--- src/rtl/core/esdt_pkg.sv ---
// ----------------------------------------------------------------------------
// esdt_pkg
// Shared types and constants for the epoch seconds to calendar date unit.
// ----------------------------------------------------------------------------
package esdt_pkg;

    // Width of the shared subtract/compare unit operands.
    localparam int SUB_W = 18;

    // Divide by 86400, 3600 and 60 as a shift by 7, 4 and 2 followed by a
    // reciprocal multiply for the odd factor 675, 225 and 15.
    localparam logic [25:0] DAY_RECIP  = 26'd50903317;  // ceil(2^35 / 675)
    localparam logic [9:0]  DAY_ODD    = 10'd675;
    localparam logic [13:0] HOUR_RECIP = 14'd9321;      // ceil(2^21 / 225)
    localparam logic [7:0]  HOUR_ODD   = 8'd225;
    localparam logic [10:0] MIN_RECIP  = 11'd1093;      // ceil(2^14 / 15)
    localparam logic [3:0]  MIN_ODD    = 4'd15;

    // Calendar starting point and leap-rule counters for that year.
    localparam logic [11:0] FIRST_YEAR  = 12'd1970;
    localparam logic [1:0]  FIRST_MOD4  = 2'd2;
    localparam logic [6:0]  FIRST_MOD100 = 7'd70;
    localparam logic [8:0]  FIRST_MOD400 = 9'd370;
    localparam logic [6:0]  LAST_MOD100 = 7'd99;
    localparam logic [8:0]  LAST_MOD400 = 9'd399;
    localparam logic [8:0]  COMMON_YEAR = 9'd365;
    localparam logic [3:0]  LAST_MONTH  = 4'd11;

    typedef struct packed {
        logic [SUB_W-1:0] minuend;
        logic [SUB_W-1:0] subtrahend;
    } t_sub_op;

    typedef struct packed {
        logic [SUB_W-1:0] diff;
        logic             ge;
    } t_sub_res;

    // Days in a month, zero-based month index.
    function automatic logic [4:0] month_days(input logic [3:0] idx, input logic leap);
        logic [4:0] len;
        case (idx)
            4'd0:    len = 5'd31;
            4'd1:    len = leap ? 5'd29 : 5'd28;
            4'd2:    len = 5'd31;
            4'd3:    len = 5'd30;
            4'd4:    len = 5'd31;
            4'd5:    len = 5'd30;
            4'd6:    len = 5'd31;
            4'd7:    len = 5'd31;
            4'd8:    len = 5'd30;
            4'd9:    len = 5'd31;
            4'd10:   len = 5'd30;
            4'd11:   len = 5'd31;
            default: len = 5'd31;
        endcase
        return len;
    endfunction

endpackage

--- src/rtl/core/esdt_sub_unit.sv ---
// ----------------------------------------------------------------------------
// esdt_sub_unit
// Shared subtract and compare unit: difference and a no-borrow flag.
// ----------------------------------------------------------------------------
module esdt_sub_unit import esdt_pkg::*; (
    input  t_sub_op  i_op,
    output t_sub_res o_res
);

    logic [SUB_W:0] wide_diff;

    assign wide_diff  = {1'b0, i_op.minuend} - {1'b0, i_op.subtrahend};
    assign o_res.diff = wide_diff[SUB_W-1:0];
    assign o_res.ge   = ~wide_diff[SUB_W];

endmodule

--- src/rtl/core/epoch_seconds_to_datetime_unit.sv ---
// ----------------------------------------------------------------------------
// epoch_seconds_to_datetime_unit
// Converts seconds since 1970-01-01 00:00:00 to Gregorian date and time.
// ----------------------------------------------------------------------------
//  channel   ports                                   handshake
//  -------   -------------------------------------   ---------------------------
//  command   i_epoch_seconds                         start high while busy low
//  result    o_year o_month o_day_of_month           o_done high for one cycle
//            o_hour o_minute o_second
//
//  From the accepting edge, states S_DDAY, S_SOD, S_DHOUR, S_SOH, S_DMIN and
//  S_DSEC split off day number, hour, minute and second by reciprocal
//  multiplication; S_YEAR then steps one whole year at a time (up to 136
//  years) and S_MONTH one month at a time (up to 11), and the result is
//  registered. All subtractions share a single subtract/compare unit. Reset is
//  synchronous and returns the sequencer to idle. The receiver cannot stall.
// ----------------------------------------------------------------------------
module epoch_seconds_to_datetime_unit import esdt_pkg::*; (
    input  logic        i_clk,
    input  logic        i_rst_n,
    input  logic        start,
    input  logic [31:0] i_epoch_seconds,
    output logic        busy,
    output logic        o_done,
    output logic [11:0] o_year,
    output logic [3:0]  o_month,
    output logic [4:0]  o_day_of_month,
    output logic [4:0]  o_hour,
    output logic [5:0]  o_minute,
    output logic [5:0]  o_second
);

    typedef enum logic [3:0] {
        S_IDLE,
        S_DDAY,
        S_SOD,
        S_DHOUR,
        S_SOH,
        S_DMIN,
        S_DSEC,
        S_YEAR,
        S_MONTH
    } t_state;

    t_state      r_state,  n_state;
    logic [31:0] r_secs,   n_secs;
    logic [16:0] r_rem,    n_rem;
    logic [15:0] r_day,    n_day;
    logic [11:0] r_year,   n_year;
    logic [1:0]  r_mod4,   n_mod4;
    logic [6:0]  r_mod100, n_mod100;
    logic [8:0]  r_mod400, n_mod400;
    logic        r_leap,   n_leap;
    logic [3:0]  r_mon,    n_mon;
    logic        r_done,   n_done;
    logic [3:0]  r_month,  n_month;
    logic [4:0]  r_dom,    n_dom;
    logic [4:0]  r_hour,   n_hour;
    logic [5:0]  r_minute, n_minute;
    logic [5:0]  r_second, n_second;

    t_sub_op     sub_op;
    t_sub_res    sub_res;

    logic [50:0] day_prod;
    logic [26:0] hour_prod;
    logic [20:0] min_prod;
    logic [25:0] day_x675;
    logic [12:0] hour_x225;
    logic [9:0]  min_x15;
    logic [8:0]  year_len;
    logic [4:0]  mon_len;
    logic [1:0]  inc_mod4;
    logic [6:0]  inc_mod100;
    logic [8:0]  inc_mod400;

    esdt_sub_unit u_sub (
        .i_op  (sub_op),
        .o_res (sub_res)
    );

    // Quotients: (seconds >> 7) / 675, (sod >> 4) / 225, (soh >> 2) / 15.
    assign day_prod  = {26'd0, r_secs[31:7]} * {25'd0, DAY_RECIP};
    assign hour_prod = {14'd0, r_rem[16:4]} * {13'd0, HOUR_RECIP};
    assign min_prod  = {11'd0, r_rem[11:2]} * {10'd0, MIN_RECIP};

    // Quotient times odd factor, for the remainder subtraction.
    assign day_x675  = {10'd0, r_day} * {16'd0, DAY_ODD};
    assign hour_x225 = {8'd0, r_hour} * {5'd0, HOUR_ODD};
    assign min_x15   = {4'd0, r_minute} * {6'd0, MIN_ODD};

    assign year_len = COMMON_YEAR + {8'd0, r_leap};
    assign mon_len  = month_days(r_mon, r_leap);

    assign inc_mod4   = r_mod4 + 2'd1;
    assign inc_mod100 = (r_mod100 == LAST_MOD100) ? 7'd0 : r_mod100 + 7'd1;
    assign inc_mod400 = (r_mod400 == LAST_MOD400) ? 9'd0 : r_mod400 + 9'd1;

    // Remainders are below 2^10, so the low 18 bits of each difference hold them.
    always_comb begin
        case (r_state)
            S_SOD:   sub_op = '{minuend: r_secs[24:7], subtrahend: day_x675[17:0]};
            S_SOH:   sub_op = '{minuend: {5'd0, r_rem[16:4]}, subtrahend: {5'd0, hour_x225}};
            S_DSEC:  sub_op = '{minuend: {8'd0, r_rem[11:2]}, subtrahend: {8'd0, min_x15}};
            S_YEAR:  sub_op = '{minuend: {2'd0, r_day}, subtrahend: {9'd0, year_len}};
            S_MONTH: sub_op = '{minuend: {2'd0, r_day}, subtrahend: {13'd0, mon_len}};
            default: sub_op = '0;
        endcase
    end

    always_comb begin
        n_state  = r_state;
        n_secs   = r_secs;
        n_rem    = r_rem;
        n_day    = r_day;
        n_year   = r_year;
        n_mod4   = r_mod4;
        n_mod100 = r_mod100;
        n_mod400 = r_mod400;
        n_leap   = r_leap;
        n_mon    = r_mon;
        n_done   = 1'b0;
        n_month  = r_month;
        n_dom    = r_dom;
        n_hour   = r_hour;
        n_minute = r_minute;
        n_second = r_second;
        case (r_state)
            S_IDLE: begin
                if (start) begin
                    n_secs  = i_epoch_seconds;
                    n_state = S_DDAY;
                end
            end
            S_DDAY: begin
                n_day   = day_prod[50:35];
                n_state = S_SOD;
            end
            S_SOD: begin
                // second of day
                n_rem   = {sub_res.diff[9:0], r_secs[6:0]};
                n_state = S_DHOUR;
            end
            S_DHOUR: begin
                n_hour  = hour_prod[25:21];
                n_state = S_SOH;
            end
            S_SOH: begin
                // second of hour
                n_rem   = {5'd0, sub_res.diff[7:0], r_rem[3:0]};
                n_state = S_DMIN;
            end
            S_DMIN: begin
                n_minute = min_prod[19:14];
                n_state  = S_DSEC;
            end
            S_DSEC: begin
                n_second = {sub_res.diff[3:0], r_rem[1:0]};
                n_year   = FIRST_YEAR;
                n_mod4   = FIRST_MOD4;
                n_mod100 = FIRST_MOD100;
                n_mod400 = FIRST_MOD400;
                n_leap   = 1'b0;
                n_state  = S_YEAR;
            end
            S_YEAR: begin
                if (sub_res.ge) begin
                    // drop a whole year and advance the leap-rule counters
                    n_day    = sub_res.diff[15:0];
                    n_year   = r_year + 12'd1;
                    n_mod4   = inc_mod4;
                    n_mod100 = inc_mod100;
                    n_mod400 = inc_mod400;
                    n_leap   = (inc_mod4 == 2'd0) &&
                               ((inc_mod100 != 7'd0) || (inc_mod400 == 9'd0));
                end else begin
                    n_mon   = '0;
                    n_state = S_MONTH;
                end
            end
            S_MONTH: begin
                if (sub_res.ge && (r_mon != LAST_MONTH)) begin
                    n_day = sub_res.diff[15:0];
                    n_mon = r_mon + 4'd1;
                end else begin
                    n_month = r_mon + 4'd1;
                    n_dom   = r_day[4:0] + 5'd1;
                    n_done  = 1'b1;
                    n_state = S_IDLE;
                end
            end
            default: begin
                n_state = S_IDLE;
            end
        endcase
    end

    always_ff @(posedge i_clk) begin
        if (!i_rst_n) begin
            r_state <= S_IDLE;
            r_done  <= 1'b0;
        end else begin
            r_state <= n_state;
            r_done  <= n_done;
        end
        r_secs   <= n_secs;
        r_rem    <= n_rem;
        r_day    <= n_day;
        r_year   <= n_year;
        r_mod4   <= n_mod4;
        r_mod100 <= n_mod100;
        r_mod400 <= n_mod400;
        r_leap   <= n_leap;
        r_mon    <= n_mon;
        r_month  <= n_month;
        r_dom    <= n_dom;
        r_hour   <= n_hour;
        r_minute <= n_minute;
        r_second <= n_second;
    end

    // The year counter holds the final year once stepping stops.
    assign busy           = (r_state != S_IDLE);
    assign o_done         = r_done;
    assign o_year         = r_year;
    assign o_month        = r_month;
    assign o_day_of_month = r_dom;
    assign o_hour         = r_hour;
    assign o_minute       = r_minute;
    assign o_second       = r_second;

endmodule

--- config.mk ---
export PLATFORM = sky130hd
export DESIGN_NAME = epoch_seconds_to_datetime_unit
export DESIGN_NICKNAME = d
export VERILOG_FILES = /design/src/rtl/core/esdt_pkg.sv /design/src/rtl/core/esdt_sub_unit.sv /design/src/rtl/core/epoch_seconds_to_datetime_unit.sv
export SDC_FILE = /design/constraint.sdc
export NUM_CORES = 1
export LEC_CHECK = 0
export ABC_CLOCK_PERIOD_IN_PS = 14800
export BUFFER_PORTS_ARGS = -buffer_cell sky130_fd_sc_hd__buf_2
export CORE_MARGIN = 2
export CORE_UTILIZATION = 55
export DETAILED_ROUTE_END_ITERATION = 16
export PLACE_DENSITY_LB_ADDON = 0.12
export SLEW_MARGIN = 10
export SYNTH_ARGS = -nofsm -noshare
export SYNTH_HDL_FRONTEND = slang
export SYNTH_SLANG_ARGS = --single-unit
export TNS_END_PERCENT = 20
--- constraint.sdc ---
create_clock -name i_clk -period 14.8 [get_ports i_clk]
set_input_delay 2.96 -clock i_clk [delete_from_list [all_inputs] [get_ports i_clk]]
set_output_delay 2.96 -clock i_clk [all_outputs]
set_load 0.01 [all_outputs]
After elaboration in Yosys (flattened, before gate mapping) --
Cells that the tools add are included.
Storage, ports and cells: input bits 35, flip-flop bits (word level) 131, logic and storage cells 103
Operators by class: $mul 6, reductions and logical operators 21, bitwise gates (word level) 3, muxes and demuxes 27, add/sub/neg operators 8, equality and inequality tests 21
Operator list (number):
- $pmux W36 S5 | 1
- $mul A25 B26 Y51 const B | 1
- $pmux W16 S3 | 1
- $pmux W4 S9 | 1
- $pmux W17 S2 | 1
- $mux W16 | 2
- $mul A13 B14 Y26 const B | 1
- $pmux W12 S2 | 1
- $eq A4 B3 Y1 const B | 5
- $mul A10 B11 Y20 const B | 1
- $mux W4 | 5
- $sub A18 B18 Y19 | 1
- $mul A16 B10 Y18 const B | 1
- $mux W9 | 2
- $pmux W9 S2 | 1
- $mux W7 | 2
- $pmux W7 S2 | 1
- $mul A5 B8 Y13 const B | 1
- $add A12 B1 Y12 const B | 1
- $eq A4 B2 Y1 const B | 3
- $eq A4 B4 Y1 const B | 3
- $mux W12 | 1
- $mul A6 B4 Y10 const B | 1
- $reduce_and A2 Y1 | 5
- 29 further kinds | 43

Depth between registers and ports, before layout --
depth after elaboration 9, mapped depth 27, depth with buffers taken out 27

By module --
From an unflattened synthesis, not the netlist that was laid out.
Unflattened totals: cell total of the unflattened synthesis 2251, area total of the unflattened synthesis 22340.2 um^2
By module, submodules not included:
- epoch_seconds_to_datetime_unit | cells an instance 2138, times used 1, sequential area each 3883.7 um^2, area each 21519.4 um^2
- esdt_sub_unit | cells an instance 113, times used 1, sequential area each 0.0 um^2, area each 820.8 um^2

Least setup slack after synthesis --
Ideal clock, no wire load.
path type register -> register, start register r_day[3], end register r_year[0], in the netlist o_year[0], enable pin, data arrival time 7033 ps, cell stages (with the launch flop) 24, required time 14338 ps, slack 7305 ps, setup time 462 ps, buffers on the path 0, period minus slack after synthesis 7495 ps, path through edfxtp_1 -> ha_1 -> inv_1 -> fa_1 -> inv_1 -> fa_1 -> ha_1 -> inv_1 -> fa_1 -> inv_1 -> ha_1 -> and3_1 -> a21oi_1 -> o21ai_0 -> nor2_1 -> xnor2_1 -> a22oi_1 -> ha_1 -> and2_1 -> and3_1 -> a2111oi_0 -> o21ai_0 -> a21oi_2 -> o21ai_0
Between the ends: word-level cells in the longest chain between the ends 5
Ends and longest elaborated chain:
- start: declaration | line epoch_seconds_to_datetime_unit.sv:48 | logic [15:0] r_day, n_day;
- start signal: assignment | line epoch_seconds_to_datetime_unit.sv:208 | r_day <= n_day;
- $mul A16 B10 Y18 | line epoch_seconds_to_datetime_unit.sv:88 | assign day_x675 = {10'd0, r_day} * {16'd0, DAY_ODD};
- $pmux W36 S5 * | line epoch_seconds_to_datetime_unit.sv:101 | case (r_state)
- $sub A18 B18 Y19 * | line esdt_sub_unit.sv:12 | assign wide_diff = {1'b0, i_op.minuend} - {1'b0, i_op.subtrahend};
- $ne A2 B2 Y1 (no line) *
- $reduce_and A2 Y1 (no line) *
- end signal: assignment | line epoch_seconds_to_datetime_unit.sv:209 | r_year <= n_year;
- end: declaration | line epoch_seconds_to_datetime_unit.sv:49 | logic [11:0] r_year, n_year;
Mark *: on every way between the ends. The rest lies on a longest branch, timed or not. A chain may end at the register's enable or synchronous reset.

Worst setup path in the final report --
start register r_secs[18], end register r_day[15] (data pin)
Between the ends: word-level cells in the longest chain between the ends 4, elaborated cells on any way between the ends 6, those cells by class add/sub: 1; mul: 1; mux: 4
Ends and longest elaborated chain:
- start: declaration | line epoch_seconds_to_datetime_unit.sv:46 | logic [31:0] r_secs, n_secs;
- start signal: assignment | line epoch_seconds_to_datetime_unit.sv:206 | r_secs <= n_secs;
- parallel branches: the longest is 3 deep, another holds $mul A25 B26 Y51
- $pmux W16 S3 * | line epoch_seconds_to_datetime_unit.sv:128 | case (r_state)
- named net n_day[15] | line epoch_seconds_to_datetime_unit.sv:48
Mark *: on every way through the listed nets, which the timed path passes. The select of a mux whose other input is x is not followed.

==> results.sh <==
export IMPL_worstSetupStartpoint="r_secs[18]"
export IMPL_finalSetupTns_ps=0
export IMPL_h_tree_depth=4
export IMPL_antenna_violating_nets_post_route=0
export IMPL_flip_flop_and_latch_count_after_synthesis=131
export IMPL_cp_num_buf_inv=4
export IMPL_yosys_cell_count_top_type="sky130_fd_sc_hd__inv_1"
export IMPL_finalNonFillerCells=2740
export IMPL_final_min_period_over_clock_period_pct=49.92
export IMPL_hold_path_startpoint="r_rem[1]"
export IMPL_slew_limit_headroom_pct=25.55
export IMPL_syn2layout_area_growth_pct=7.266
export IMPL_yosys_mux_area_fraction_pct=0.09219
export IMPL_design_portCount=75
export IMPL_cts_clk_slew_worst_paths_ps=60
export IMPL_path_class="reg2reg"
export IMPL_detail_route_drc_violations=0
export IMPL_cts_buffers_inserted=17
export IMPL_synth_xor_xnor_area_share_pct=3.993
export IMPL_post_synth_fa_ha_maj_area_fraction_pct=53.39
export IMPL_cts_root_to_sink_buffers=2
export IMPL_seq_area_frac_synth_pct=17.89
export IMPL_placed_cells=2708
export IMPL_critical_path_required_ps=14990
export IMPL_grt_first_pass_wirelength_um=84850
export IMPL_antenna_found_initial=1
export IMPL_num_vias=14940
export IMPL_critical_path_slowest_cell="sky130_fd_sc_hd__edfxtp_1"
export IMPL_r2r_start="r_secs[18]"
export IMPL_finalWorstPathRequiredPeriod_ps=7388
export IMPL_final_hold_viol_count=0
export IMPL_vias_in_the_first_global_route=15850
export IMPL_ctsResizeCount=0
export IMPL_maximum_number_of_pins_on_one_net_before_global_route_repair=35
export IMPL_synth_edff_count=126
export IMPL_cts_num_sinks=131
export IMPL_floorplan_die_height_um=202.7
export IMPL_postSynth_asyncResetShare_pct=0
export IMPL_clockRootBuffer="sky130_fd_sc_hd__clkbuf_16"
export IMPL_netlist_area_leader_share_pct=29.79
export IMPL_clock_latency_ps=450
export IMPL_avgSynthCellArea_um2=10.19
export IMPL_synth_nets=2938
export IMPL_std_cell_rows=72
export IMPL_timing_critical_path_to_type="flip-flop"
export IMPL_overflow=0
export IMPL_router_iterations_before_antenna_repair=6
export IMPL_filler_cell_count=3333
export IMPL_max_stage_delay_ps=760
export IMPL_critical_path_top_cell_by_count="sky130_fd_sc_hd__fa_1"
export IMPL_post_synth_top_area_cell="sky130_fd_sc_hd__ha_1"
export IMPL_postSynthCellCount=2130
export IMPL_seq_area_mm2=0.003884
export IMPL_arr_time_crit_path_ps=7580
export IMPL_clock_tree_from_tritoncts="done"
export IMPL_hpwlAfterDp_um=44450
export IMPL_synth_top_family_by_area="adder cells"
export IMPL_run_status="finished, final reports clean"
export IMPL_timing_fmax_mhz=135.4
export IMPL_drive_gt1_share_pct=5.626
export IMPL_post_synthesis_cell_type_count=65
export IMPL_final_setup_skew_ps=11.10
export IMPL_die_w_um=202.7
export IMPL_final_max_slew_violation_count=0
export IMPL_core_area_mm2=0.03883
export IMPL_detail_route_wl_per_cell_um=19.11
export IMPL_drt_initial_drc_count=812
export IMPL_nets_final=3017
export IMPL_postSynth_topFlopCell="sky130_fd_sc_hd__edfxtp_1"
export IMPL_cts_hold_buf=0
export IMPL_critical_path_peak_fanout=10
export IMPL_synth_simple_area_share_pct=6.528
export IMPL_mapped_area_mm2=0.02171
export IMPL_synth_compound_area_share_pct=8.689
export IMPL_placement_io_buffers=74
export IMPL_total_global_routing_track_utilization_pct=27.01
export IMPL_place_congestion=0.9370
export IMPL_rsz_0062_raised_after_global_routing="false"
export IMPL_synth_area_top_cells="sky130_fd_sc_hd__ha_1 (30%), sky130_fd_sc_hd__fa_1 (24%), sky130_fd_sc_hd__edfxtp_1 (17%)"
export IMPL_die_area_mm2=0.04109
export IMPL_route_final_wire_length_um=52350
export IMPL_timing_critical_path_cells="ha_1 > ha_1 > inv_1 > fa_1 > fa_1 > fa_1 > inv_1 > fa_1 > inv_1 > fa_1 > inv_1 > ha_1 > or2_1 > a31oi_1 > o21ai_1 > a21boi_1 > o21ai_1 > a211oi_2 > o21ai_2 > a311o_1 > o31ai_2 > xnor2_1 > a21oi_1"
export IMPL_yosys_top_cells_count="sky130_fd_sc_hd__inv_1 (522), sky130_fd_sc_hd__ha_1 (517), sky130_fd_sc_hd__fa_1 (256)"
export IMPL_hold_path_class="reg2reg"
export IMPL_worst_slew_pin_slew_ps=1110
export IMPL_maxCapViolations=0
export IMPL_antennaDiodeCount=0
export IMPL_floorplan_initialDensity_pct=55.93
export IMPL_detail_route_vias_per_cell=5.451
export IMPL_multi_input_area_mm2=0.01580
export IMPL_synth_yosys_warnings=0
export IMPL_timing_critical_path_max_delay_family="adder cells"
export IMPL_worst_setup_path_start_kind="flip-flop"
export IMPL_report_final_setup_viol=0
export IMPL_cts_setup_buffers=0
-- cells in the final DEF (no fill, tap or decap), drive strengths merged, types with 27 or more instances in the layout --
cell type  count
ha           517
xnor2         61
xor2          38
nor2          64
a21oi         76
a21o          32
buf           82
nand3         27
nand2         91
o21ai         57
edfxtp       126
fa           256
inv          528
-- cell families after synthesis --
family	count (synthesis)
fa+ha+maj	773
xor+xnor	99
simple gates	294
mux	2
compound gates	286
buf+inv	545
flops	131
-- flip-flops by register name, summed over array words and instances, names as in the netlist --
register / count
r_secs: 32
r_rem: 17
o_day_of_month: 5
r_mod4: 2
r_mod400: 9
r_leap: 1
o_year: 12
r_mon: 4
o_done: 1
o_hour: 5
r_day: 16
o_minute: 6
r_state: 4
r_mod100: 7
o_second: 6
o_month: 4
-- routing by layer --
metal	vias up	routed length [um]	track usage, %
li1	7201	-	-
met1	7342	22850	34.85
met2	307	25730	46.42
met3	85	1886	3.724
met4	2	1858	9.880
met5	-	16	0
-- cell type report --
type	instances	area share (%)
clock inverters	15	0.6285
well taps	518	2.783
repair buffers	82	1.848
clock buffers	17	1.826
inverters	523	8.428
multi-input cells	1454	67.81
flip-flops and latches	131	16.67
-- stage by stage --
step / setup slack (ps) / hold WS, ps / utilization, % / cell area [um^2]
after floorplan: 7305 / 400.3 / - / 21710
after CTS: 7441 / 416.1 / 59.99 / 23290
after detailed placement: 7467 / 404.5 / 58.52 / 22720
after global routing: 7078 / 423.1 / 59.99 / 23290
final: 7412 / 417.0 / 59.99 / 23290
after global placement: 7557 / 404.3 / 58.52 / 22720
-- path summary, 6_finish.rpt --
| kind | to | slack (ps) | cells after the start |
|---|---|---|---|
| min reg2reg | o_second[1] | 420 | 0 |
| max reg2reg | r_day[15] | 7410 | 23 |
| max | r_day[15] | 7410 | 23 |
| min | o_second[1] | 420 | 0 |
Power is left out: the tool's default activity adds up to more than one toggle a clock period on the data nets, which glitch-free logic cannot reach.
